`src/rtl/assert_macros.svh`:
```
// assertion helpers for the top-level rtl file
`ifndef ASSERT_MACROS_SVH
`define ASSERT_MACROS_SVH

// checked on every clock edge once reset is released
`define ASSERT_CLK(label, prop, msg) \
  label: assert property (@(posedge clk) disable iff (!rst_n) prop) else $error(msg);

// checked on every clock edge, reset included
`define ASSERT_CLK_ALWAYS(label, prop, msg) \
  label: assert property (@(posedge clk) prop) else $error(msg);

`endif

```
`src/rtl/den_pkg.sv`:
```
package den_pkg;

  localparam int SAMPLE_BITS_DEF = 16;
  localparam int ENV_W           = 32;
  localparam int COEF_W          = 16;
  localparam int CFG_W           = 16;
  localparam int CFG_IDX_W       = 2;
  localparam int PROD_W          = ENV_W + COEF_W + 1;

  localparam logic [CFG_IDX_W-1:0] REG_ATTACK   = 2'd0;
  localparam logic [CFG_IDX_W-1:0] REG_RELEASE  = 2'd1;
  localparam logic [CFG_IDX_W-1:0] REG_MIN_SPAN = 2'd2;

  localparam logic [CFG_W-1:0] ATTACK_RST   = 16'd655;
  localparam logic [CFG_W-1:0] RELEASE_RST  = 16'd66;
  localparam logic [CFG_W-1:0] MIN_SPAN_RST = 16'd33;

  // unsigned width of the divisor: the span or the scaled minimum span
  function automatic int span_width(input int sample_bits);
    int w;
    w = CFG_W + ENV_W - 1 - sample_bits;
    return (w > ENV_W) ? w : ENV_W;
  endfunction

  typedef enum logic [3:0] {
    S_IDLE,
    S_UP_START,
    S_UP_WAIT,
    S_LO_START,
    S_LO_WAIT,
    S_SPAN,
    S_DIV_START,
    S_DIV_WAIT,
    S_OUT
  } top_state_t;

  typedef enum logic [1:0] {
    E_IDLE,
    E_MUL,
    E_ADD,
    E_DONE
  } env_phase_t;

  typedef enum logic [1:0] {
    D_IDLE,
    D_CHECK,
    D_RUN,
    D_DONE
  } div_state_t;

  typedef struct packed {
    logic busy;
    logic done;
  } unit_stat_t;

endpackage

```
`src/rtl/den_env_unit.sv`:
```
module den_env_unit (
  input  logic                              clk,
  input  logic                              rst_n,
  input  logic                              start,
  input  logic                              is_upper,
  input  logic signed [den_pkg::ENV_W-1:0]  x,
  input  logic signed [den_pkg::ENV_W-1:0]  env,
  input  logic [den_pkg::COEF_W-1:0]        attack_coef,
  input  logic [den_pkg::COEF_W-1:0]        release_coef,
  output logic signed [den_pkg::ENV_W-1:0]  env_new,
  output den_pkg::unit_stat_t               stat
);

  localparam int ENV_W  = den_pkg::ENV_W;
  localparam int COEF_W = den_pkg::COEF_W;
  localparam int PROD_W = den_pkg::PROD_W;
  localparam logic signed [PROD_W-1:0] RND_HALF =
    {{(PROD_W-COEF_W){1'b0}}, 1'b1, {(COEF_W-1){1'b0}}};

  den_pkg::env_phase_t phase_r, phase_nxt;

  logic signed [ENV_W-1:0]  diff_r;
  logic [COEF_W-1:0]        coef_r;
  logic signed [ENV_W-1:0]  env_r;
  logic signed [PROD_W-1:0] prod_r;
  logic signed [PROD_W-1:0] prod_nxt;
  logic signed [PROD_W-1:0] rnd_sum;
  logic signed [ENV_W-1:0]  env_new_r;
  logic                     outward;

  // strict pass outward uses attack, equality uses release
  assign outward  = is_upper ? (x > env) : (x < env);
  assign prod_nxt = diff_r * $signed({1'b0, coef_r});
  assign rnd_sum  = prod_r + RND_HALF;

  always_ff @(posedge clk) begin
    if (!rst_n) begin
      phase_r <= den_pkg::E_IDLE;
    end else begin
      phase_r <= phase_nxt;
    end
  end

  always_comb begin
    phase_nxt = phase_r;
    unique case (phase_r)
      den_pkg::E_IDLE: begin
        if (start) phase_nxt = den_pkg::E_MUL;
      end
      den_pkg::E_MUL:  phase_nxt = den_pkg::E_ADD;
      den_pkg::E_ADD:  phase_nxt = den_pkg::E_DONE;
      den_pkg::E_DONE: phase_nxt = den_pkg::E_IDLE;
      default:         phase_nxt = den_pkg::E_IDLE;
    endcase
  end

  always_ff @(posedge clk) begin
    if (start && phase_r == den_pkg::E_IDLE) begin
      diff_r <= x - env;
      coef_r <= outward ? attack_coef : release_coef;
      env_r  <= env;
    end
    if (phase_r == den_pkg::E_MUL) begin
      prod_r <= prod_nxt;
    end
    // floor of (prod + half) / 2^16
    if (phase_r == den_pkg::E_ADD) begin
      env_new_r <= env_r + $signed(rnd_sum[COEF_W +: ENV_W]);
    end
  end

  assign env_new   = env_new_r;
  assign stat.busy = (phase_r != den_pkg::E_IDLE);
  assign stat.done = (phase_r == den_pkg::E_DONE);

endmodule

```
`src/rtl/den_divider.sv`:
```
module den_divider #(
  parameter int SAMPLE_BITS = den_pkg::SAMPLE_BITS_DEF
) (
  input  logic                                                  clk,
  input  logic                                                  rst_n,
  input  logic                                                  start,
  input  logic signed [den_pkg::ENV_W-1:0]                      num,
  input  logic [den_pkg::span_width(SAMPLE_BITS)-1:0]           span,
  output logic signed [SAMPLE_BITS-1:0]                         norm,
  output den_pkg::unit_stat_t                                   stat
);

  localparam int ENV_W = den_pkg::ENV_W;
  localparam int SPW   = den_pkg::span_width(SAMPLE_BITS);
  localparam int NW    = ENV_W + SAMPLE_BITS + 2;
  localparam int HI_W  = NW - SAMPLE_BITS - 2;
  localparam int CMP_W = (HI_W > SPW) ? HI_W : SPW;
  localparam int CNT_W = $clog2(SAMPLE_BITS + 1);
  localparam logic [CNT_W-1:0] CNT_LAST = CNT_W'(SAMPLE_BITS);
  localparam logic signed [SAMPLE_BITS-1:0] NORM_MIN = {1'b1, {(SAMPLE_BITS-1){1'b0}}};
  localparam logic signed [SAMPLE_BITS-1:0] NORM_MAX = {1'b0, {(SAMPLE_BITS-1){1'b1}}};

  den_pkg::div_state_t st_r, st_nxt;

  logic signed [NW-1:0]        dvd_r;
  logic [SPW-1:0]              div_r;
  logic [SPW-1:0]              rem_r;
  logic [SAMPLE_BITS:0]        q_r;
  logic [CNT_W-1:0]            cnt_r;
  logic signed [SAMPLE_BITS-1:0] norm_r;

  logic signed [NW-1:0]        dvd_start;
  logic [HI_W-1:0]             hi;
  logic                        hi_over;
  logic [SPW:0]                trial;
  logic                        ge;
  logic [SPW:0]                trial_sub;
  logic [SAMPLE_BITS:0]        q_nxt;
  logic signed [SAMPLE_BITS-1:0] q_norm;

  // num * 2^SAMPLE_BITS + span / 2
  assign dvd_start = ($signed(NW'(num)) <<< SAMPLE_BITS) + $signed(NW'(span >> 1));

  // quotient bits above SAMPLE_BITS mean the result saturates high
  assign hi      = dvd_r[NW-2:SAMPLE_BITS+1];
  assign hi_over = (CMP_W'(hi) >= CMP_W'(div_r));

  assign trial     = {rem_r, dvd_r[SAMPLE_BITS]};
  assign ge        = (trial >= {1'b0, div_r});
  assign trial_sub = trial - {1'b0, div_r};
  assign q_nxt     = {q_r[SAMPLE_BITS-1:0], ge};

  // offset by minus one half: flip the top bit unless the quotient overflows
  assign q_norm = q_nxt[SAMPLE_BITS] ? NORM_MAX :
                  $signed({~q_nxt[SAMPLE_BITS-1], q_nxt[SAMPLE_BITS-2:0]});

  always_ff @(posedge clk) begin
    if (!rst_n) begin
      st_r <= den_pkg::D_IDLE;
    end else begin
      st_r <= st_nxt;
    end
  end

  always_comb begin
    st_nxt = st_r;
    unique case (st_r)
      den_pkg::D_IDLE: begin
        if (start) st_nxt = den_pkg::D_CHECK;
      end
      den_pkg::D_CHECK: begin
        if (dvd_r[NW-1] || hi_over) st_nxt = den_pkg::D_DONE;
        else st_nxt = den_pkg::D_RUN;
      end
      den_pkg::D_RUN: begin
        if (cnt_r == '0) st_nxt = den_pkg::D_DONE;
      end
      den_pkg::D_DONE: st_nxt = den_pkg::D_IDLE;
      default:         st_nxt = den_pkg::D_IDLE;
    endcase
  end

  always_ff @(posedge clk) begin
    unique case (st_r)
      den_pkg::D_IDLE: begin
        if (start) begin
          dvd_r <= dvd_start;
          div_r <= span;
        end
      end
      den_pkg::D_CHECK: begin
        rem_r <= SPW'(hi);
        q_r   <= '0;
        cnt_r <= CNT_LAST;
        if (dvd_r[NW-1]) begin
          norm_r <= NORM_MIN;
        end else if (hi_over) begin
          norm_r <= NORM_MAX;
        end
      end
      den_pkg::D_RUN: begin
        rem_r <= ge ? trial_sub[SPW-1:0] : trial[SPW-1:0];
        q_r   <= q_nxt;
        dvd_r <= dvd_r <<< 1;
        cnt_r <= cnt_r - 1'b1;
        if (cnt_r == '0) norm_r <= q_norm;
      end
      den_pkg::D_DONE: begin
      end
      default: begin
      end
    endcase
  end

  assign norm      = norm_r;
  assign stat.busy = (st_r != den_pkg::D_IDLE);
  assign stat.done = (st_r == den_pkg::D_DONE);

endmodule

```
`src/rtl/dual_envelope_normalizer_top.sv`:
```
// channel  direction  handshake             word
// in       input      in_valid/in_ready     in_sample_in
// out      output     out_valid/out_ready   out_norm_out, out_span_clamped
// cfg      input      cfg_valid/cfg_ready   cfg_index, cfg_data
//
// one word goes through both envelope updates, the span and the divider before the next accept;
// the divider ends early when the dividend is negative or q >= 2^(SAMPLE_BITS+1); restoring divider, 1 bit a cycle
// the two envelope updates share one 32x17 multiplier
// reset is synchronous, active low; it clears both envelopes and loads register defaults
// in_ready is high only while idle; a result waits in the output register while a stalled
// out_ready holds the next result in the sequencer; cfg_ready is always high
module dual_envelope_normalizer_top #(
  parameter int SAMPLE_BITS = den_pkg::SAMPLE_BITS_DEF
) (
  input  logic                                clk,
  input  logic                                rst_n,
  input  logic                                in_valid,
  output logic                                in_ready,
  input  logic signed [SAMPLE_BITS-1:0]       in_sample_in,
  output logic                                out_valid,
  input  logic                                out_ready,
  output logic signed [SAMPLE_BITS-1:0]       out_norm_out,
  output logic                                out_span_clamped,
  input  logic                                cfg_valid,
  output logic                                cfg_ready,
  input  logic [den_pkg::CFG_IDX_W-1:0]       cfg_index,
  input  logic [den_pkg::CFG_W-1:0]           cfg_data
);

  `include "assert_macros.svh"

  localparam int ENV_W  = den_pkg::ENV_W;
  localparam int CFG_W  = den_pkg::CFG_W;
  localparam int SPW    = den_pkg::span_width(SAMPLE_BITS);
  localparam int XSHIFT = ENV_W - 1 - SAMPLE_BITS;

  den_pkg::top_state_t state_r, state_nxt;

  logic [CFG_W-1:0]              attack_r;
  logic [CFG_W-1:0]              rel_coef_r;
  logic [CFG_W-1:0]              min_span_r;

  logic signed [ENV_W-1:0]       upper_r;
  logic signed [ENV_W-1:0]       lower_r;
  logic signed [ENV_W-1:0]       x_r;
  logic [SPW-1:0]                span_r;
  logic signed [ENV_W-1:0]       num_r;
  logic                          clamped_r;

  logic                          out_valid_r;
  logic signed [SAMPLE_BITS-1:0] out_norm_r;
  logic                          out_clamp_r;

  logic                          env_start;
  logic                          env_is_upper;
  logic signed [ENV_W-1:0]       env_sel;
  logic signed [ENV_W-1:0]       env_new;
  den_pkg::unit_stat_t           env_stat;

  logic                          div_start;
  logic signed [SAMPLE_BITS-1:0] div_norm;
  den_pkg::unit_stat_t           div_stat;

  logic                          in_acc;
  logic                          out_load;
  logic signed [ENV_W:0]         span_diff;
  logic [CFG_W-1:0]              min_eff;
  logic [SPW-1:0]                min_q;
  logic                          below_min;

  assign in_acc = in_valid && in_ready;

  // configuration
  assign cfg_ready = 1'b1;

  always_ff @(posedge clk) begin
    if (!rst_n) begin
      attack_r   <= den_pkg::ATTACK_RST;
      rel_coef_r <= den_pkg::RELEASE_RST;
      min_span_r <= den_pkg::MIN_SPAN_RST;
    end else if (cfg_valid) begin
      unique case (cfg_index)
        den_pkg::REG_ATTACK:   attack_r   <= cfg_data;
        den_pkg::REG_RELEASE:  rel_coef_r <= cfg_data;
        den_pkg::REG_MIN_SPAN: min_span_r <= cfg_data;
        default: begin
        end
      endcase
    end
  end

  // sequencer
  always_ff @(posedge clk) begin
    if (!rst_n) begin
      state_r <= den_pkg::S_IDLE;
    end else begin
      state_r <= state_nxt;
    end
  end

  always_comb begin
    state_nxt    = state_r;
    in_ready     = 1'b0;
    env_start    = 1'b0;
    env_is_upper = 1'b0;
    div_start    = 1'b0;
    out_load     = 1'b0;
    unique case (state_r)
      den_pkg::S_IDLE: begin
        in_ready = 1'b1;
        if (in_valid) state_nxt = den_pkg::S_UP_START;
      end
      den_pkg::S_UP_START: begin
        env_start    = 1'b1;
        env_is_upper = 1'b1;
        state_nxt    = den_pkg::S_UP_WAIT;
      end
      den_pkg::S_UP_WAIT: begin
        if (env_stat.done) state_nxt = den_pkg::S_LO_START;
      end
      den_pkg::S_LO_START: begin
        env_start = 1'b1;
        state_nxt = den_pkg::S_LO_WAIT;
      end
      den_pkg::S_LO_WAIT: begin
        if (env_stat.done) state_nxt = den_pkg::S_SPAN;
      end
      den_pkg::S_SPAN: state_nxt = den_pkg::S_DIV_START;
      den_pkg::S_DIV_START: begin
        div_start = 1'b1;
        state_nxt = den_pkg::S_DIV_WAIT;
      end
      den_pkg::S_DIV_WAIT: begin
        if (div_stat.done) state_nxt = den_pkg::S_OUT;
      end
      den_pkg::S_OUT: begin
        if (!out_valid_r || out_ready) begin
          out_load  = 1'b1;
          state_nxt = den_pkg::S_IDLE;
        end
      end
      default: state_nxt = den_pkg::S_IDLE;
    endcase
  end

  // span and clamp against the scaled minimum
  assign span_diff = {upper_r[ENV_W-1], upper_r} - {lower_r[ENV_W-1], lower_r};
  assign min_eff   = (min_span_r == '0) ? CFG_W'(1) : min_span_r;
  assign min_q     = SPW'(min_eff) << XSHIFT;
  assign below_min = $signed((SPW+1)'(span_diff)) < $signed({1'b0, min_q});

  always_ff @(posedge clk) begin
    if (!rst_n) begin
      upper_r <= '0;
      lower_r <= '0;
    end else begin
      if (state_r == den_pkg::S_UP_WAIT && env_stat.done) upper_r <= env_new;
      if (state_r == den_pkg::S_LO_WAIT && env_stat.done) lower_r <= env_new;
    end
  end

  always_ff @(posedge clk) begin
    if (in_acc) begin
      x_r <= ENV_W'(in_sample_in) <<< XSHIFT;
    end
    if (state_r == den_pkg::S_SPAN) begin
      clamped_r <= below_min;
      span_r    <= below_min ? min_q : SPW'(span_diff);
      num_r     <= x_r - lower_r;
    end
  end

  assign env_sel = env_is_upper ? upper_r : lower_r;

  den_env_unit u_env (
    .clk          (clk),
    .rst_n        (rst_n),
    .start        (env_start),
    .is_upper     (env_is_upper),
    .x            (x_r),
    .env          (env_sel),
    .attack_coef  (attack_r),
    .release_coef (rel_coef_r),
    .env_new      (env_new),
    .stat         (env_stat)
  );

  den_divider #(
    .SAMPLE_BITS (SAMPLE_BITS)
  ) u_div (
    .clk   (clk),
    .rst_n (rst_n),
    .start (div_start),
    .num   (num_r),
    .span  (span_r),
    .norm  (div_norm),
    .stat  (div_stat)
  );

  // output word register
  always_ff @(posedge clk) begin
    if (!rst_n) begin
      out_valid_r <= 1'b0;
    end else if (out_load) begin
      out_valid_r <= 1'b1;
    end else if (out_ready) begin
      out_valid_r <= 1'b0;
    end
  end

  always_ff @(posedge clk) begin
    if (out_load) begin
      out_norm_r  <= div_norm;
      out_clamp_r <= clamped_r;
    end
  end

  assign out_valid        = out_valid_r;
  assign out_norm_out     = out_norm_r;
  assign out_span_clamped = out_clamp_r;

  // envelopes never leave [-1, 1)
  `ASSERT_CLK(a_upper_range, upper_r[ENV_W-1] == upper_r[ENV_W-2], "upper envelope out of range")
  `ASSERT_CLK(a_lower_range, lower_r[ENV_W-1] == lower_r[ENV_W-2], "lower envelope out of range")
  `ASSERT_CLK(a_accept_busy, in_acc |=> !in_ready && state_r == den_pkg::S_UP_START, "accept did not start work")
  `ASSERT_CLK(a_div_nonzero, div_start |-> span_r != '0, "divider started with zero span")
  `ASSERT_CLK(a_env_done_wait, env_stat.done |-> (state_r == den_pkg::S_UP_WAIT || state_r == den_pkg::S_LO_WAIT), "envelope result outside wait")
  `ASSERT_CLK(a_div_done_wait, div_stat.done |-> state_r == den_pkg::S_DIV_WAIT, "divider result outside wait")

endmodule

```
`config.mk`:
```
export PLATFORM = sky130hd
export DESIGN_NAME = dual_envelope_normalizer_top
export DESIGN_NICKNAME = d
export VERILOG_FILES = /design/src/rtl/den_pkg.sv /design/src/rtl/den_env_unit.sv /design/src/rtl/den_divider.sv /design/src/rtl/dual_envelope_normalizer_top.sv
export VERILOG_INCLUDE_DIRS = /design/src /design/src/rtl
export SDC_FILE = /design/constraint.sdc
export NUM_CORES = 2
export LEC_CHECK = 0
export BUFFER_PORTS_ARGS = -buffer_cell sky130_fd_sc_hd__buf_2
export CAP_MARGIN = 25
export CELL_PAD_IN_SITES_DETAIL_PLACEMENT = 1
export CELL_PAD_IN_SITES_GLOBAL_PLACEMENT = 2
export CORE_MARGIN = 1.5
export CORE_UTILIZATION = 40
export CTS_CLUSTER_DIAMETER = 150
export DETAILED_ROUTE_END_ITERATION = 6
export PLACE_DENSITY_LB_ADDON = 0.1
export SLEW_MARGIN = 20
export SYNTH_ARGS = -nofsm -noshare
export SYNTH_HDL_FRONTEND = slang
export SYNTH_SLANG_ARGS = --single-unit
```
`constraint.sdc`:
```
create_clock -name clk -period 10.9 [get_ports clk]
set_input_delay 0.545 -clock clk [delete_from_list [all_inputs] [get_ports clk]]
set_output_delay 0.545 -clock clk [all_outputs]
set_load 0.02 [all_outputs]
```
==> metrics <==
antenna viol nets, final 0; WP buf/inv 4; Syn Inst Count 4704; Tcrit/Tclk final 69.72%; number of enable flip-flop cells after synthesis 393; cell family with most CP delay adder cells; most numerous cell in the Yosys netlist inv_1; drt first pass iters 5; worst endpoint required time 11.28 ns; clock sink total 514; synthesized flop and latch total 514; Chip Height 341.2 um; Placer Congestion 0.8362; largest family of logic cells by synthesized area adder cells; Synth Area in Simple Gates 14.72%; WHS Path Cells 1; full die area 116400 um^2; Setup TNS Final 0 ns; Root Driver clkbuf_16; Final Setup Violations 0; Worst Clk Skew 0.03984 ns; critical path launch point type register; XOR/XNOR Fraction of Synth Area 4.593%; CTS resizes 0; First DRT Iteration DRCs 1693; Slew @ Worst Pin 1.045 ns; detailed-route DRC error count 0; FF-to-FF path depth 21; Worst EP arrival 7.98 ns; Final Hold Vio Count 0; Die Wd 341.2 um; grt total ovfl 0; largest net degree at the start of global routing 103; CTS tree done; area leader, netlist edfxtp_1; Crit path top cell by count fa_1; total CTS buffers 60; Synth top area share 25.79%; Slew HR 29.61%; clock-pin slew on the worst setup and hold paths 0.07 ns; Clock Tree Buf Depth 3; CP Capture Type register; Yosys cell types 84; io pins 59; fmax 131.6 MHz; synth top area cells edfxtp_1 26%, fa_1 21%, ha_1 8.6%, inv_1 6.1%, nand2_1 5.6%; Max-Cap Viols 0; FP Rows 123; vias 32730; setup bufs post-CTS 0; Via-to-Cell Ratio 5.209; syn nets 5545; CP max stage delay 0.77 ns; Final nets 5570; Synth Area in Compound Gates 10.19%; Crit Path Category register to register; H-tree level count 2; Crit path depth 21; Final HPWL DP 104200 um; top cells by count, synth 749 x inv_1, 688 x nand2_1, 486 x fa_1; Core ar. 113000 um^2; WL/cell 21.57 um; maximum fanout along the worst path 18; final wirelength 135500 um; Initial Utilization 40.51%; Min-Delay Path Class input port to register; Area Overhead vs Synth 9.197%; syn avg cell area 9.729 um^2; unrepaired setup endpoints after global routing false; Ys Warns 0; first-pass GRT wire length 212000 um; Post-synth top flop edfxtp_1; Clock Latency Late Sink 0.66 ns; PortBufs 57; Hold-fix buffers, CTS 0; outcome finished, final reports clean; CP max-delay cell edfxtp_1; Seq/Total Area, Yosys 31.08%; layout cell share with drive strength beyond 1 6.338%; GRT Overall Usage 23.66%; FFs w/ async S/R, synth 0%; mux cell area share after synthesis 2.001%; initial antenna violation count 4; Synth Area in Adders 29.90%; cell area after synthesis 45760 um^2; Final Max Tran Viols 0; worst path cell trace buf_4 > nand2_1 > fa_1 > fa_1 > fa_1 > inv_1 > fa_1 > fa_1 > inv_1 > fa_1 > inv_1 > ha_1 > a211oi_1 > o211ai_1 > nor3_1 > o31ai_1 > o21ai_0 > nand3b_1 > a31oi_1 > o21ai_0 > xor2_1; vias in the first global route 34991; Final min period 7.599 ns
## layer usage
metal,GRT usage (%),part of all wire (%),wire (um)
met1,34.41,48,65350
met2,39.18,47,63970
met3,2.011,3.2,4282
met4,3.519,1.4,1908
met5,0,0,0
## area by class of cell
class	count	area [um^2]
inverters	750	2815
multi-input cells	3280	28170
diodes	2	5.005
clock inverters	35	387.9
well taps	1500	1877
fillers	12842	62990
clock buffers	79	1697
repair buffers	123	799.5
flip-flops and latches	514	14220
## sequential cells by signal (all words and copies together) (netlist names), 16 cells and up
register / count
u_div.dvd_r: 50
u_env.prod_r: 33
lower_r: 32
num_r: 32
span_r: 32
u_div.div_r: 32
u_div.rem_r: 32
u_env.env_new: 32
u_env.env_r: 32
upper_r: 32
u_env.diff_r: 31
attack_r: 16
min_span_r: 16
out_norm_out: 16
rel_coef_r: 16
u_div.norm: 16
u_div.q_r: 16
u_env.coef_r: 16
x_r: 16
## per-stage QoR
stage	util (%)	std cells	worst slack (ns)	hold WS [ns]	area, um^2
6_report	44.24	6283	3.301	0.08860	49970
5_1_grt	44.23	6281	2.907	0.06140	49970
4_1_cts	44.22	6280	3.369	0.04637	49960
3_5_place_dp	42.38	6166	3.444	0.4074	47870
3_3_place_gp	42.35	6163	3.358	0.4048	47830
2_1_floorplan	-	4704	3.883	0.4003	45760
## worst paths after layout
| path | to | startpoint | slack, ns |
|---|---|---|---|
| hold reg to reg | out_norm_out[6]$_DFFE_PP_ | u_div.norm[6]$_DFFE_PP_ | 0.42 |
| setup reg to reg | u_env.prod_r[41]$_DFFE_PN_ | u_env.coef_r[2]$_DFFE_PP_ | 3.30 |
| setup / recovery | u_env.prod_r[41]$_DFFE_PN_ | u_env.coef_r[2]$_DFFE_PP_ | 3.30 |
| hold / removal | x_r[16]$_DFFE_PP_ | in_sample_in[1] | 0.09 |
## cell usage in the layout, fill, tap and decap left out, types with 11 or more instances in the layout
master / netlist / layout
buf_2: 2 / 57
o211ai_1: 18 / 18
mux2_2: 39 / 39
o21a_1: 30 / 30
nand2_1: 688 / 688
o21ai_0: 133 / 132
nor2_1: 204 / 202
o21bai_1: 20 / 20
or3_1: 15 / 15
and3_1: 22 / 22
a31oi_1: 26 / 25
buf_4: 1 / 63
fa_1: 486 / 486
nor3_1: 46 / 46
xor2_1: 71 / 71
nor4_1: 17 / 17
xnor2_1: 169 / 169
a21o_1: 83 / 82
nand3_1: 63 / 63
a211oi_1: 19 / 19
edfxtp_1: 393 / 393
ha_1: 316 / 313
nand2b_1: 31 / 31
nand4_1: 32 / 32
mux2i_1: 29 / 29
a21oi_1: 204 / 204
clkinv_2: 0 / 11
inv_1: 749 / 749
a21boi_0: 107 / 107
and2_1: 233 / 233
dfxtp_1: 121 / 121
nor2b_1: 31 / 31
clkbuf_16: 0 / 63
## cells by family (layout without fill, tap and decap cells)
logic type,after synthesis,in the layout
other cells,1,3
mux,81,81
simple gates,1434,1434
fa+ha+maj,802,802
buf+inv,910,987
compound gates,722,722
flops,514,514
xor+xnor,240,240
Power is left out: the tool's default activity adds up to more than one toggle a clock period on the data nets, which glitch-free logic cannot reach.
